### src/rtl/radio_config_negotiation_responder_assert.svh
// Assertion macros shared by the responder RTL.
`ifndef RADIO_CONFIG_NEGOTIATION_RESPONDER_ASSERT_SVH
`define RADIO_CONFIG_NEGOTIATION_RESPONDER_ASSERT_SVH

// Condition that must hold in the same cycle as its trigger.
`define RCNR_ASSERT_SAME(label, ante, cons, msg) \
  label: assert property (@(posedge clk) disable iff (rst) (ante) |-> (cons)) \
    else $error(msg);

// Condition that must hold in the cycle after its trigger.
`define RCNR_ASSERT_NEXT(label, ante, cons, msg) \
  label: assert property (@(posedge clk) disable iff (rst) (ante) |=> (cons)) \
    else $error(msg);

`endif

### src/rtl/rcnr_pkg.sv
// Package with types and constants of the radio config negotiation responder.
package rcnr_pkg;

  localparam int SEQ_WIDTH = 8;

  localparam logic [15:0] DEFAULT_CONFIG_RESET = 16'h0000;
  localparam logic [15:0] TIMEOUT_RESET = 16'd1000;
  localparam logic [15:0] TIMER_MAX = 16'hFFFF;

  typedef enum logic [2:0] {
    MODE_LISTEN    = 3'd0,
    MODE_ECHO_PEND = 3'd1,
    MODE_ACK_PEND  = 3'd2,
    MODE_WAIT      = 3'd3,
    MODE_HALTED    = 3'd4
  } mode_t;

  typedef enum logic [1:0] {
    CMD_TICK     = 2'd0,
    CMD_MSG      = 2'd1,
    CMD_TX_READY = 2'd2
  } cmd_t;

  localparam logic [2:0] MSG_ECHO_REQ   = 3'd0;
  localparam logic [2:0] MSG_CFG_START  = 3'd1;
  localparam logic [2:0] MSG_CFG_SET    = 3'd2;
  localparam logic [2:0] MSG_CFG_END    = 3'd3;

  localparam logic REG_DEFAULT_CONFIG = 1'b0;
  localparam logic REG_TIMEOUT_TICKS  = 1'b1;

  localparam logic SEND_ECHO_REPLY = 1'b0;
  localparam logic SEND_CONFIG_ACK = 1'b1;

  typedef struct packed {
    logic [1:0] cmd;
    logic [2:0] msg_type;
    logic [7:0] cfg_byte_hi;
    logic [7:0] cfg_byte_lo;
  } in_item_t;

  typedef struct packed {
    logic       send_valid;
    logic       send_kind;
    logic [7:0] send_seq;
    logic       config_apply;
    logic [3:0] bandwidth_index;
    logic [3:0] spread_factor;
    logic [3:0] coding_rate;
    logic [5:0] tx_power;
    logic [2:0] mode;
    logic       unexpected_msg;
  } out_item_t;

  function automatic logic [6:0] bw_sf_key(input logic [15:0] word);
    return word[7:1];
  endfunction

endpackage

### src/rtl/radio_config_negotiation_responder.sv
// Top level of the radio config negotiation responder.
//
// Events enter on the in channel (valid/ready): timer ticks, received
// messages and transmitter-ready reports. Every event gives exactly one
// result transaction on the out channel (valid/ready), which carries the
// reply to send, if any, and the radio settings after the event.
// Registers are written through the cfg channel, which is always ready;
// index 0 is the default config word and index 1 the timeout in ticks.
// An event is held in an input register and evaluated from there into the
// output register when that register is empty or being read; its result
// transaction is then offered. One event is accepted per cycle while the
// output side takes results; the single input register and single output
// register set that figure. When the receiver stalls, the output register
// holds its transaction and the input register holds one more event, after
// which in_ready drops. Reset returns to listen mode with the current and
// previous config words, the default word and the sequence count at zero,
// the timer cleared and the timeout at 1000 ticks.
module radio_config_negotiation_responder (
  input  logic                  clk,
  input  logic                  rst,
  input  logic                  in_valid,
  output logic                  in_ready,
  input  rcnr_pkg::in_item_t    in_data,
  output logic                  out_valid,
  input  logic                  out_ready,
  output rcnr_pkg::out_item_t   out_data,
  input  logic                  cfg_valid,
  output logic                  cfg_ready,
  input  logic                  cfg_index,
  input  logic [15:0]           cfg_data
);

  logic                          held_valid;
  rcnr_pkg::in_item_t            held;
  logic                          advance;

  logic [15:0]                   default_config;
  logic [15:0]                   timeout_ticks;

  rcnr_pkg::mode_t               mode, mode_next;
  logic [15:0]                   current_config, current_config_next;
  logic [15:0]                   previous_config, previous_config_next;
  logic [15:0]                   wait_timer, wait_timer_next;
  logic [rcnr_pkg::SEQ_WIDTH-1:0] seq_count, seq_count_next;
  logic [15:0]                   timer_inc;
  rcnr_pkg::out_item_t           result;

  assign cfg_ready = 1'b1;
  assign advance   = held_valid && (!out_valid || out_ready);
  assign in_ready  = !held_valid || advance;

  always_ff @(posedge clk) begin
    if (rst) begin
      default_config <= rcnr_pkg::DEFAULT_CONFIG_RESET;
      timeout_ticks  <= rcnr_pkg::TIMEOUT_RESET;
    end else if (cfg_valid && cfg_ready) begin
      if (cfg_index == rcnr_pkg::REG_DEFAULT_CONFIG) begin
        default_config <= cfg_data;
      end else begin
        timeout_ticks <= cfg_data;
      end
    end
  end

  always_ff @(posedge clk) begin
    if (rst) begin
      held_valid <= 1'b0;
    end else if (in_ready) begin
      held_valid <= in_valid;
    end
  end

  always_ff @(posedge clk) begin
    if (in_ready && in_valid) begin
      held <= in_data;
    end
  end

  assign timer_inc = (wait_timer == rcnr_pkg::TIMER_MAX) ? wait_timer
                                                         : wait_timer + 16'd1;

  always_comb begin
    mode_next            = mode;
    current_config_next  = current_config;
    previous_config_next = previous_config;
    wait_timer_next      = wait_timer;
    seq_count_next       = seq_count;
    result               = '0;

    unique case (held.cmd)
      rcnr_pkg::CMD_TICK: begin
        if (mode == rcnr_pkg::MODE_WAIT) begin
          wait_timer_next = timer_inc;
          if (timer_inc >= timeout_ticks) begin
            if (rcnr_pkg::bw_sf_key(current_config) !=
                rcnr_pkg::bw_sf_key(previous_config)) begin
              current_config_next = previous_config;
              result.config_apply = 1'b1;
              wait_timer_next     = '0;
            end else begin
              if (rcnr_pkg::bw_sf_key(current_config) !=
                  rcnr_pkg::bw_sf_key(default_config)) begin
                current_config_next = default_config;
                result.config_apply = 1'b1;
              end
              mode_next = rcnr_pkg::MODE_LISTEN;
            end
          end
        end
      end
      rcnr_pkg::CMD_MSG: begin
        if (mode == rcnr_pkg::MODE_LISTEN) begin
          if (held.msg_type == rcnr_pkg::MSG_ECHO_REQ) begin
            mode_next = rcnr_pkg::MODE_ECHO_PEND;
          end else if (held.msg_type == rcnr_pkg::MSG_CFG_START) begin
            mode_next       = rcnr_pkg::MODE_WAIT;
            wait_timer_next = '0;
          end else begin
            result.unexpected_msg = 1'b1;
          end
        end else if (mode == rcnr_pkg::MODE_WAIT) begin
          wait_timer_next = '0;
          if (held.msg_type == rcnr_pkg::MSG_CFG_SET) begin
            previous_config_next = current_config;
            current_config_next  = {held.cfg_byte_lo, held.cfg_byte_hi};
            result.config_apply  = 1'b1;
            mode_next            = rcnr_pkg::MODE_ACK_PEND;
          end else if (held.msg_type == rcnr_pkg::MSG_CFG_END) begin
            mode_next = rcnr_pkg::MODE_LISTEN;
          end else begin
            mode_next = rcnr_pkg::MODE_HALTED;
          end
        end
      end
      rcnr_pkg::CMD_TX_READY: begin
        if (mode == rcnr_pkg::MODE_ECHO_PEND || mode == rcnr_pkg::MODE_ACK_PEND) begin
          result.send_valid = 1'b1;
          result.send_seq   = 8'(seq_count);
          seq_count_next    = seq_count + {{(rcnr_pkg::SEQ_WIDTH-1){1'b0}}, 1'b1};
          if (mode == rcnr_pkg::MODE_ACK_PEND) begin
            result.send_kind = rcnr_pkg::SEND_CONFIG_ACK;
            mode_next        = rcnr_pkg::MODE_WAIT;
            wait_timer_next  = '0;
          end else begin
            result.send_kind = rcnr_pkg::SEND_ECHO_REPLY;
            mode_next        = rcnr_pkg::MODE_LISTEN;
          end
        end
      end
      default: begin
      end
    endcase

    result.bandwidth_index = current_config_next[7:4];
    result.spread_factor   = 4'd6 + {1'b0, current_config_next[3:1]};
    result.coding_rate     = 4'd5 + {2'b00, current_config_next[15:14]};
    result.tx_power        = 6'd2 + {1'b0, current_config_next[13:9]};
    result.mode            = mode_next;
  end

  always_ff @(posedge clk) begin
    if (rst) begin
      mode            <= rcnr_pkg::MODE_LISTEN;
      current_config  <= rcnr_pkg::DEFAULT_CONFIG_RESET;
      previous_config <= rcnr_pkg::DEFAULT_CONFIG_RESET;
      wait_timer      <= '0;
      seq_count       <= '0;
    end else if (advance) begin
      mode            <= mode_next;
      current_config  <= current_config_next;
      previous_config <= previous_config_next;
      wait_timer      <= wait_timer_next;
      seq_count       <= seq_count_next;
    end
  end

  always_ff @(posedge clk) begin
    if (rst) begin
      out_valid <= 1'b0;
    end else if (advance) begin
      out_valid <= 1'b1;
    end else if (out_ready) begin
      out_valid <= 1'b0;
    end
  end

  always_ff @(posedge clk) begin
    if (advance) begin
      out_data <= result;
    end
  end

`include "radio_config_negotiation_responder_assert.svh"

  `RCNR_ASSERT_NEXT(a_halt_sticks, mode == rcnr_pkg::MODE_HALTED,
    mode == rcnr_pkg::MODE_HALTED, "halted mode was left without reset")
  `RCNR_ASSERT_SAME(a_ack_to_wait,
    out_valid && out_data.send_valid && out_data.send_kind,
    out_data.mode == rcnr_pkg::MODE_WAIT, "acknowledge transaction did not report wait mode")
  `RCNR_ASSERT_SAME(a_echo_to_listen,
    out_valid && out_data.send_valid && !out_data.send_kind,
    out_data.mode == rcnr_pkg::MODE_LISTEN, "echo reply transaction did not report listen mode")
  `RCNR_ASSERT_SAME(a_idle_reply_clear, out_valid && !out_data.send_valid,
    !out_data.send_kind && out_data.send_seq == 8'd0, "reply fields set without a reply")
  `RCNR_ASSERT_NEXT(a_stall_holds_state, held_valid && out_valid && !out_ready,
    $stable(mode) && $stable(seq_count), "state changed while the output was stalled")

endmodule

### config.mk
export PLATFORM = sky130hd
export DESIGN_NAME = radio_config_negotiation_responder
export DESIGN_NICKNAME = d
export VERILOG_FILES = /design/src/rtl/rcnr_pkg.sv /design/src/rtl/radio_config_negotiation_responder.sv
export VERILOG_INCLUDE_DIRS = /design/src /design/src/rtl
export SDC_FILE = /design/constraint.sdc
export NUM_CORES = 1
export LEC_CHECK = 0
export BUFFER_PORTS_ARGS = -buffer_cell sky130_fd_sc_hd__buf_2
export CAP_MARGIN = 20
export CORE_MARGIN = 1
export CORE_UTILIZATION = 53
export CTS_CLUSTER_DIAMETER = 100
export CTS_CLUSTER_SIZE = 28
export DETAILED_ROUTE_END_ITERATION = 8
export HOLD_SLACK_MARGIN = 0.02
export PLACE_DENSITY = 0.72
export SYNTH_ARGS = -nofsm -noshare
export SYNTH_HDL_FRONTEND = slang
export SYNTH_SLANG_ARGS = --single-unit
### constraint.sdc
create_clock -name clk -period 4.15 [get_ports clk]
set_input_delay 0.2075 -clock clk [delete_from_list [all_inputs] [get_ports clk]]
set_output_delay 0.2075 -clock clk [all_outputs]
set_load 0.01 [all_outputs]
==> results of run 1 <==
[per-layer routing]
| layer | up-vias | track usage | share of wire |
|---|---|---|---|
| met1 | 2711 | 0.318 | 0.44 |
| met3 | 30 | 0.0565 | 0.049 |
| met2 | 179 | 0.427 | 0.49 |
| met5 | - | 0 | 0 |
| li1 | 2744 | - | - |
| met4 | 0 | 0.100 | 0.021 |
[worst register-to-register path, cell delays in order (launching register included)]
cell,delay [ns]
dfxtp_4,0.37
nand3_2,0.11
nor4_4,0.28
buf_4,0.17
and2_4,0.16
nand2_1,0.12
o31a_1,0.34
ha_1,0.30
nand4_1,0.19
nor4_4,0.38
a32oi_4,0.20
a21oi_4,0.22
buf_4,0.18
a41oi_2,0.14
a2bb2oi_2,0.25
nand3b_1,0.20
xor2_1,0.15
[timing repair]
action	in CTS	in global routing
resized for setup	4	29
hold buffers	24	0
endpoints found under the hold margin	24	0
setup endpoints to repair	5	26
buffers inserted	0	8
pin swaps	0	12
[area by class of cell]
type	instances	area (sq um)
clock buffer	24	513
clock inverter	8	80.1
timing repair buffer	125	826
tap	172	215
multi-input combinational	512	3330
inverter	31	116
fill	1015	4220
sequential	139	3320
[state kept, by name (all words and copies together) (netlist names)]
name and flops:
out_valid 1, default_config 14, out_data 33, timeout_ticks 16, seq_count 8, held_valid 1, wait_timer 16, mode 3
previous_config 14, held 19, current_config 14
[cells by family after synthesis]
family | Yosys count | share of synthesized area
AOI/OAI and AO/OA | 169 | 0.160
xor gates and xnor gates | 35 | 0.0489
adders and majority gates | 25 | 0.0454
buffers and inverters | 73 | 0.0483
DFF | 139 | 0.480
muxes | 32 | 0.0471
other | 1 | 0.000545
and+or+nand+nor | 250 | 0.170
[worst paths after layout]
| kind | start | end | depth (start not counted) |
|---|---|---|---|
| setup / recovery | wait_timer[9] | out_data[8] | 16 |
| hold / removal | cfg_data[9] | timeout_ticks[9] | 3 |
| setup reg to reg | wait_timer[9] | out_data[8] | 16 |
| hold reg to reg | timeout_ticks[11] | timeout_ticks[11] | 2 |
[cell usage in the layout, fill, tap and decap left out, drive strengths merged, types with 12 or more instances in the layout]
cell type and instances:
nand2 99, clkbuf 24, mux2i 29, nor2 68
a31oi 12, dlygate4sd3 24, o21ai 28, and2 15
xnor2 18, nand3 15, xor2 17, ha 25
inv 35, edfxtp 52, buf 101, dfxtp 87
a21oi 64
[power breakdown]
group | leakage [uW] | internal (uW) | total (uW) | switching [uW]
clock network | 0.000289 | 926 | 1500 | 578
logic | 0.00181 | 126 | 313 | 187
registers | 0.00120 | 1470 | 1500 | 34.6
[through the flow]
stage               power (uW)  TNS, ns
floorplan                 1730        0
global placement          1800        0
detailed placement        1810   -0.132
CTS                       3330        0
global route              3440   -0.318
finish                    3320        0
==> summary.txt, run 1 <==
Critical path
  – Worst Path Arrival: 4.18 ns
  – Slowest CP cell: nor4_4
  – Slowest stage delay, CP: 0.38 ns
  – Worst path required time: 4.32 ns
  – Family with the most delay on the worst path: simple AND/OR/NAND/NOR gates
  – Crit-path cells: nand3_2 > nor4_4 > buf_4 > and2_4 > nand2_1 > o31a_1 > ha_1 > nand4_1 > nor4_4 > a32oi_4 > a21oi_4 > buf_4 > a41oi_2 > a2bb2oi_2 > nand3b_1 > xor2_1
  – Crit. End Element: register
  – CP max FO: 5
  – WS Path Type: register to register
  – R2R Setup Slk: 0.14 ns
  – Startpoint Class: register
  – CP Buf/Inv Count: 2

Logic synthesis
  – Top post-synthesis cells by area: dfxtp_1, edfxtp_1, nand2_1, a21oi_1, ha_1
  – Mapped Cells: 724
  – Mapped Nets: 792
  – Mean post-synth cell area: 9.51 sq um
  – Post-synthesis register bit count: 139
  – Synth top cells by count: nand2_1, dfxtp_1, nor2_1
  – Yosys cell types: 67
  – Top cell type by total area after synthesis: dfxtp_1
  – Asr flop ratio synth: 0
  – Number of synthesized flops with an enable pin: 52
  – Synth Cell Area: 6890 sq um
  – Yosys top cell area share: 0.253
  – Sequential fraction of the synthesis area: 0.480
  – Count leader, synth: nand2_1
  – Main synth FF type: dfxtp_1
  – YS warnings: 0

Timing
  – F_max: 0.250 GHz
  – Slew Limit Fails: 0
  – Worst slew pin tran: 1.01 ns
  – Final setup vio count: 0
  – Final setup margin: 0.144 ns
  – Part of the cycle the worst path needs: 0.965
  – Hold WS: 0.0286 ns
  – Final Hold Fails: 0
  – Post-layout min period: 4.01 ns
  – Max-Slew Margin vs Limit: 0.329
  – Worst clock skew: 0.0107 ns

Clock network
  – CTS Sinks: 139
  – H-tree Lvls: 4
  – CTS root buffer: clkbuf_16
  – CTS clk-pin slew, worst paths: 0.06 ns
  – Clock buffer count from CTS: 17
  – CTS tree: done
  – CTS max path bufs: 2
  – Clock Latency Late Sink: 0.43 ns

Finish
  – # diodes: 0
  – Final nets: 894
  – Finished Layout Cells: 1,011
  – Final non-filler cell area: 8400 sq um
  – Synthesis-to-layout area growth: 22.0%
  – Share of cells above drive strength 1: 0.204
  – Fin util: 0.666

Floorplan
  – FP Rows: 41
  – Die width: 116 um
  – Die footprint: 13,500 sq um
  – Initial core utilization: 0.546
  – Total core area: 12,600 sq um
  – Io pins: 79
  – Die Span Y: 116 um

Place
  – Pre-CTS setup slack: -0.0748 ns
  – Final GP Congestion: 0.872
  – Number of port buffers: 75
  – Inst Count DP: 946
  – Area after DPL: 7390 sq um
  – Detailed placement HPWL: 10,700 um

Global routing
  – Tot GR Track Use: 0.254
  – Number of global-route vias before repair: 5,353
  – Global-route wire length before repair: 25,900 um
  – Largest net degree at the start of global routing: 59
  – GRT overflow: 0
  – Antenna violations before repair: 0

Power
  – Pwr dens: 395 nW/um^2
  – Worst vdd ir: 0.261 mV
  – Leakage power: 0.00330 uW

Min path
  – Hold Path Class: input pin to register

Routing
  – TritonRoute pass-1 iters: 5
  – Final ANT Viol Nets: 0
  – Final routed DRC violation total: 0
  – First DRT Iteration DRCs: 478
  – Wire per inst: 16.3 um
  – Final WL: 16,500 um
  – Via count of the routed design: 5,664
  – Detail-routed via count per cell: 5.60

Status
  – Outcome: completed

Flow run
  – MaxCap Viol Count: 0
No activity file was read; power rests on OpenSTA's default activity.
==> inputs of run 2 (changes only) <==
--- a/config.mk
+++ b/config.mk
@@ -13,7 +13,7 @@
 export CTS_CLUSTER_DIAMETER = 100
 export CTS_CLUSTER_SIZE = 28
 export DETAILED_ROUTE_END_ITERATION = 8
-export HOLD_SLACK_MARGIN = 0.02
+export HOLD_SLACK_MARGIN = 0.1
 export PLACE_DENSITY = 0.72
 export SYNTH_ARGS = -nofsm -noshare
 export SYNTH_HDL_FRONTEND = slang
==> summary.txt, run 2 (synthesis results as in run 1) <==
Status
  – Outcome: completed

Floorplan
  – Total core area: 12,600 sq um
  – Die footprint: 13,500 sq um
  – FP Rows: 41
  – Die width: 116 um
  – Io pins: 79
  – Die Span Y: 116 um
  – Initial core utilization: 0.546

Min path
  – WHS Path Cells: 4
  – Worst min-delay path startpoint: out_ready
  – WHS Endpoint: out_valid
  – Hold Path Class: input pin to register

Critical path
  – Worst Path Arrival: 4.18 ns
  – R2R Path Start: wait_timer[9]
  – Crit. End Element: register
  – CP max FO: 5
  – WS Path Type: register to register
  – Critical R2R Capture: out_data[8]
  – Worst path required time: 4.32 ns
  – Slowest stage delay, CP: 0.38 ns
  – Startpoint Class: register
  – Slowest CP cell: nor4_4
  – Worst Reg-to-Reg Cells: 16
  – R2R Setup Slk: 0.15 ns
  – Crit-path cells: nand3_2 > nor4_4 > buf_4 > and2_4 > nand2_1 > o31a_1 > ha_1 > nand4_1 > nor4_4 > a32oi_4 > a21oi_4 > buf_4 > a41oi_2 > a2bb2oi_2 > nand3b_1 > xor2_1

Finish
  – Final nets: 906
  – Most flops, register: out_data
  – Top Registers: out_data x33, held x19
  – Synthesis-to-layout area growth: 23.8%
  – # diodes: 0
  – Most frequent cells in the layout: nand2_1, dfxtp_1, buf_2
  – Final non-filler cell area: 8520 sq um
  – Most common cell after layout, fill and taps aside: nand2_1
  – Fin util: 0.675
  – Fillcell total: 996
  – Share of cells above drive strength 1: 0.201
  – Max reg flops: 33

Timing
  – Worst clock skew: 0.0108 ns
  – Slew Limit Fails: 0
  – F_max: 0.250 GHz
  – Final setup vio count: 0
  – Final Hold Fails: 0
  – Max-Slew Margin vs Limit: 0.323
  – Part of the cycle the worst path needs: 0.965
  – Worst slew pin tran: 1.01 ns
  – Post-layout min period: 4.00 ns

Global routing
  – Tot GR Track Use: 0.257
  – Antenna violations before repair: 0
  – Largest net degree at the start of global routing: 59
  – Global-route wire length before repair: 26,200 um
  – Number of global-route vias before repair: 5,436
  – GRT overflow: 0

Clock network
  – CTS Sinks: 139
  – CTS root buffer: clkbuf_16
  – Clock Latency Late Sink: 0.43 ns
  – CTS clk-pin slew, worst paths: 0.06 ns
  – H-tree Lvls: 4
  – CTS max path bufs: 2
  – CTS tree: done
  – Clock buffer count from CTS: 17

Routing
  – Final WL: 16,700 um
  – TritonRoute pass-1 iters: 6
  – Wire per inst: 16.3 um
  – First DRT Iteration DRCs: 493
  – Final routed DRC violation total: 0
  – Met3 wire len: 871 um
  – Top Metal Used: met4
  – Via count of the routed design: 5,708
  – Metal1 wirelength: 7160 um
  – Met2 wire len: 8330 um
  – Detail-routed via count per cell: 5.58
  – Final ANT Viol Nets: 0

Power
  – Worst vdd ir: 0.261 mV
  – Pwr dens: 391 nW/um^2
  – Leakage power: 0.00335 uW
  – Total power: 3330 uW

Place
  – Number of port buffers: 75
  – Area after DPL: 7390 sq um
  – Detailed placement HPWL: 10,700 um
  – Final GP Congestion: 0.872

Flow run
  – MaxCap Viol Count: 0
## run 2: changes by cell type in the layout (fill, tap and decap cells not counted)
cell | previous run | this run
dlygate4sd3_1 | 24 | 36
## run 2: per-stage QoR
stage	worst slack, ns	hold slack (ns)	TNS [ns]	std cells
finish	0.146	0.0921	0	1023
global route	-0.0628	0.144	-0.318	1023
CTS	0.0102	0.110	0	1014
detailed placement	-0.0748	0.386	-0.132	946
global placement	0.128	0.385	0	946
floorplan	0.0292	0.306	0	724
## run 2: worst max path at each step
stage | start | to | slack, ns | depth (start not counted)
6_report | wait_timer[9] | out_data[8] | 0.15 | 16
3_3_place_gp | wait_timer[5] | out_data[16] | 0.13 | 18
2_1_floorplan | wait_timer[4] | out_data[11] | 0.03 | 17
5_1_grt | wait_timer[9] | out_data[8] | -0.06 | 16
3_5_place_dp | wait_timer[5] | out_data[16] | -0.07 | 19
4_1_cts | wait_timer[5] | mode[1] | 0.01 | 18
## run 2: final cells by class
cell class              count  area, sq um  share of cell area
multi-input cells         512         3330               0.391
flip-flops and latches    139         3320               0.389
repair buffers            137          946               0.111
clock buffers              24          513              0.0602
well taps                 172          215              0.0253
inverters                  31          116              0.0137
clock inverters             8         80.1             0.00940
## run 2: timing repair
action	CTS	global route
endpoints found under the hold margin	50	0
pin swaps	0	12
setup buffers	0	8
hold buffers	36	0
resized for setup	4	29
endpoints found under the setup margin	5	26
## run 2: critical path: cells and delay by family, from the launching register on
| kind | cells | cell delay [ns] |
|---|---|---|
| buf+inv | 2 | 0.35 |
| compound gates | 5 | 1.15 |
| fa+ha+maj | 1 | 0.30 |
| simple gates | 7 | 1.44 |
| xor+xnor | 1 | 0.15 |
| flops | 1 | 0.37 |
## run 2: per-layer routing
| metal | global-route usage | up-vias |
|---|---|---|
| met1 | 0.320 | 2711 |
| met3 | 0.0565 | 26 |
| met4 | 0.103 | 0 |
| met2 | 0.435 | 201 |
| li1 | - | 2770 |
| met5 | 0 | - |
## run 2: report_power, final
group | internal (uW) | switching (uW)
clock | 926 | 579
sequential | 1470 | 34.5
combinational | 134 | 188
total | 2530 | 802
==> inputs of run 3 (changes only) <==
--- a/config.mk
+++ b/config.mk
@@ -14,7 +14,8 @@
 export CTS_CLUSTER_SIZE = 28
 export DETAILED_ROUTE_END_ITERATION = 8
 export HOLD_SLACK_MARGIN = 0.1
-export PLACE_DENSITY = 0.72
+export PLACE_DENSITY_LB_ADDON = 0.12
+export REMOVE_ABC_BUFFERS = 1
 export SYNTH_ARGS = -nofsm -noshare
 export SYNTH_HDL_FRONTEND = slang
 export SYNTH_SLANG_ARGS = --single-unit
==> summary.txt, run 3 (synthesis results as in run 1) <==
Finish
  – Most flops, register: out_data
  – Max reg flops: 33
  – # diodes: 0
  – Fillcell total: 1,030
  – Register area: 3310 sq um
  – Synthesis-to-layout area growth: 23.3%
  – Most common cell after layout, fill and taps aside: nand2_1
  – Final non-filler cell area: 8490 sq um
  – Area of the multi-input gates: 3340 sq um
  – Share of cells above drive strength 1: 0.193
  – Fin util: 0.673
  – Final nets: 904
  – Top Registers: out_data x33, held x19
  – Most frequent cells in the layout: nand2_1, dfxtp_1, buf_2

Routing
  – First DRT Iteration DRCs: 318
  – Met3 wire len: 667 um
  – Met2 wire len: 7670 um
  – Detail-routed via count per cell: 5.49
  – Top Metal Used: met4
  – Metal1 wirelength: 7330 um
  – Via count of the routed design: 5,605
  – Wire per inst: 15.6 um
  – Final WL: 15,900 um
  – TritonRoute pass-1 iters: 4
  – Final ANT Viol Nets: 0
  – Final routed DRC violation total: 0

Clock network
  – CTS Sinks: 139
  – CTS clk-pin slew, worst paths: 0.05 ns
  – CTS max path bufs: 2
  – CTS root buffer: clkbuf_16
  – H-tree Lvls: 4
  – CTS tree: done
  – Clock buffer count from CTS: 17
  – Clock Latency Late Sink: 0.42 ns

Timing
  – Max-Slew Margin vs Limit: 0.319
  – Final setup vio count: 0
  – Worst clock skew: 0.00768 ns
  – Final Hold Fails: 0
  – F_max: 0.246 GHz
  – Post-layout min period: 4.06 ns
  – Slew Limit Fails: 0
  – Worst slew pin tran: 1.02 ns
  – Part of the cycle the worst path needs: 0.978
  – RSZ-0062 raised after global routing: true

Floorplan
  – Die Span Y: 116 um
  – Die width: 116 um
  – FP Rows: 41
  – Die footprint: 13,500 sq um
  – Initial core utilization: 0.546
  – Io pins: 79
  – Total core area: 12,600 sq um

Global routing
  – GRT overflow: 0
  – Antenna violations before repair: 0
  – Tot GR Track Use: 0.244
  – Largest net degree at the start of global routing: 59
  – Number of global-route vias before repair: 5,296
  – Global-route wire length before repair: 25,200 um

Flow run
  – MaxCap Viol Count: 0

Critical path
  – Startpoint Class: register
  – Worst path required time: 4.31 ns
  – Worst Path Arrival: 4.21 ns
  – WS Path Type: register to register
  – CP max FO: 6
  – Crit. End Element: register

Place
  – Detailed placement HPWL: 10,600 um
  – Number of port buffers: 75
  – Area after DPL: 7410 sq um
  – Final GP Congestion: 0.850

Power
  – Worst vdd ir: 0.269 mV
  – Pwr dens: 393 nW/um^2
  – Leakage power: 0.00333 uW

Status
  – Outcome: completed

Min path
  – Hold Path Class: input pin to register
-- run 3: metrics by stage --
step	power [uW]	hold slack, ns	TNS [ns]	instances	worst slack, ns
finish	3330	0.253	0	1021	0.0928
detailed placement	1820	0.386	0	949	0.0115
floorplan	1700	0.277	-0.0537	682	-0.0537
CTS	3350	0.242	0	1018	0.0288
global placement	1810	0.384	0	949	0.158
global route	3450	0.257	-0.204	1021	-0.0516
-- run 3: final timing paths --
| kind | cells after the start | slack [ns] | start | to |
|---|---|---|---|---|
| worst max-delay path | 20 | 0.09 | wait_timer[5] | out_data[7] |
| worst min register to register | 2 | 0.45 | default_config[11] | default_config[11] |
| worst max register to register | 20 | 0.09 | wait_timer[5] | out_data[7] |
| worst min-delay path | 2 | 0.25 | rst | wait_timer[14] |
-- run 3: worst max-delay path: stages, from the launching register on --
cell,delay (ns)
dfxtp_4,0.37
nand3_2,0.12
nor4_4,0.33
buf_4,0.17
and2_4,0.16
nand2_2,0.08
nor2_2,0.20
nor2_1,0.09
a31oi_2,0.21
ha_1,0.30
a21oi_1,0.17
o21ai_0,0.12
a21oi_1,0.18
buf_4,0.16
a21oi_4,0.08
buf_4,0.16
a41oi_2,0.20
a2bb2oi_2,0.22
inv_1,0.07
ha_1,0.22
xor2_1,0.16
-- run 3: per-layer routing --
metal | GRT usage | vias to the layer above
met5 | 0 | -
met3 | 0.0450 | 22
li1 | - | 2766
met1 | 0.319 | 2664
met2 | 0.404 | 153
met4 | 0.0863 | 0
-- run 3: what timing repair did --
action / CTS / global route
setup endpoints to repair: 4 / 44
endpoints found under the hold margin: 51 / 0
pin swaps: 1 / 10
hold buffers: 37 / 0
setup buffers: 0 / 2
resized for setup: 1 / 27
-- run 3: final cells by class --
class,instances,area share
clock buffers,23,0.0551
inverters,31,0.0137
repair buffers,135,0.109
multi-input cells,512,0.393
clock inverters,9,0.0140
flip-flops and latches,139,0.390
well taps,172,0.0253
-- run 3: where the power goes --
group          internal, uW  switching [uW]  total (uW)
Clock                   968             538        1510
Sequential             1470            31.6        1500
Combinational           137             192         329
Total                  2570             762        3330
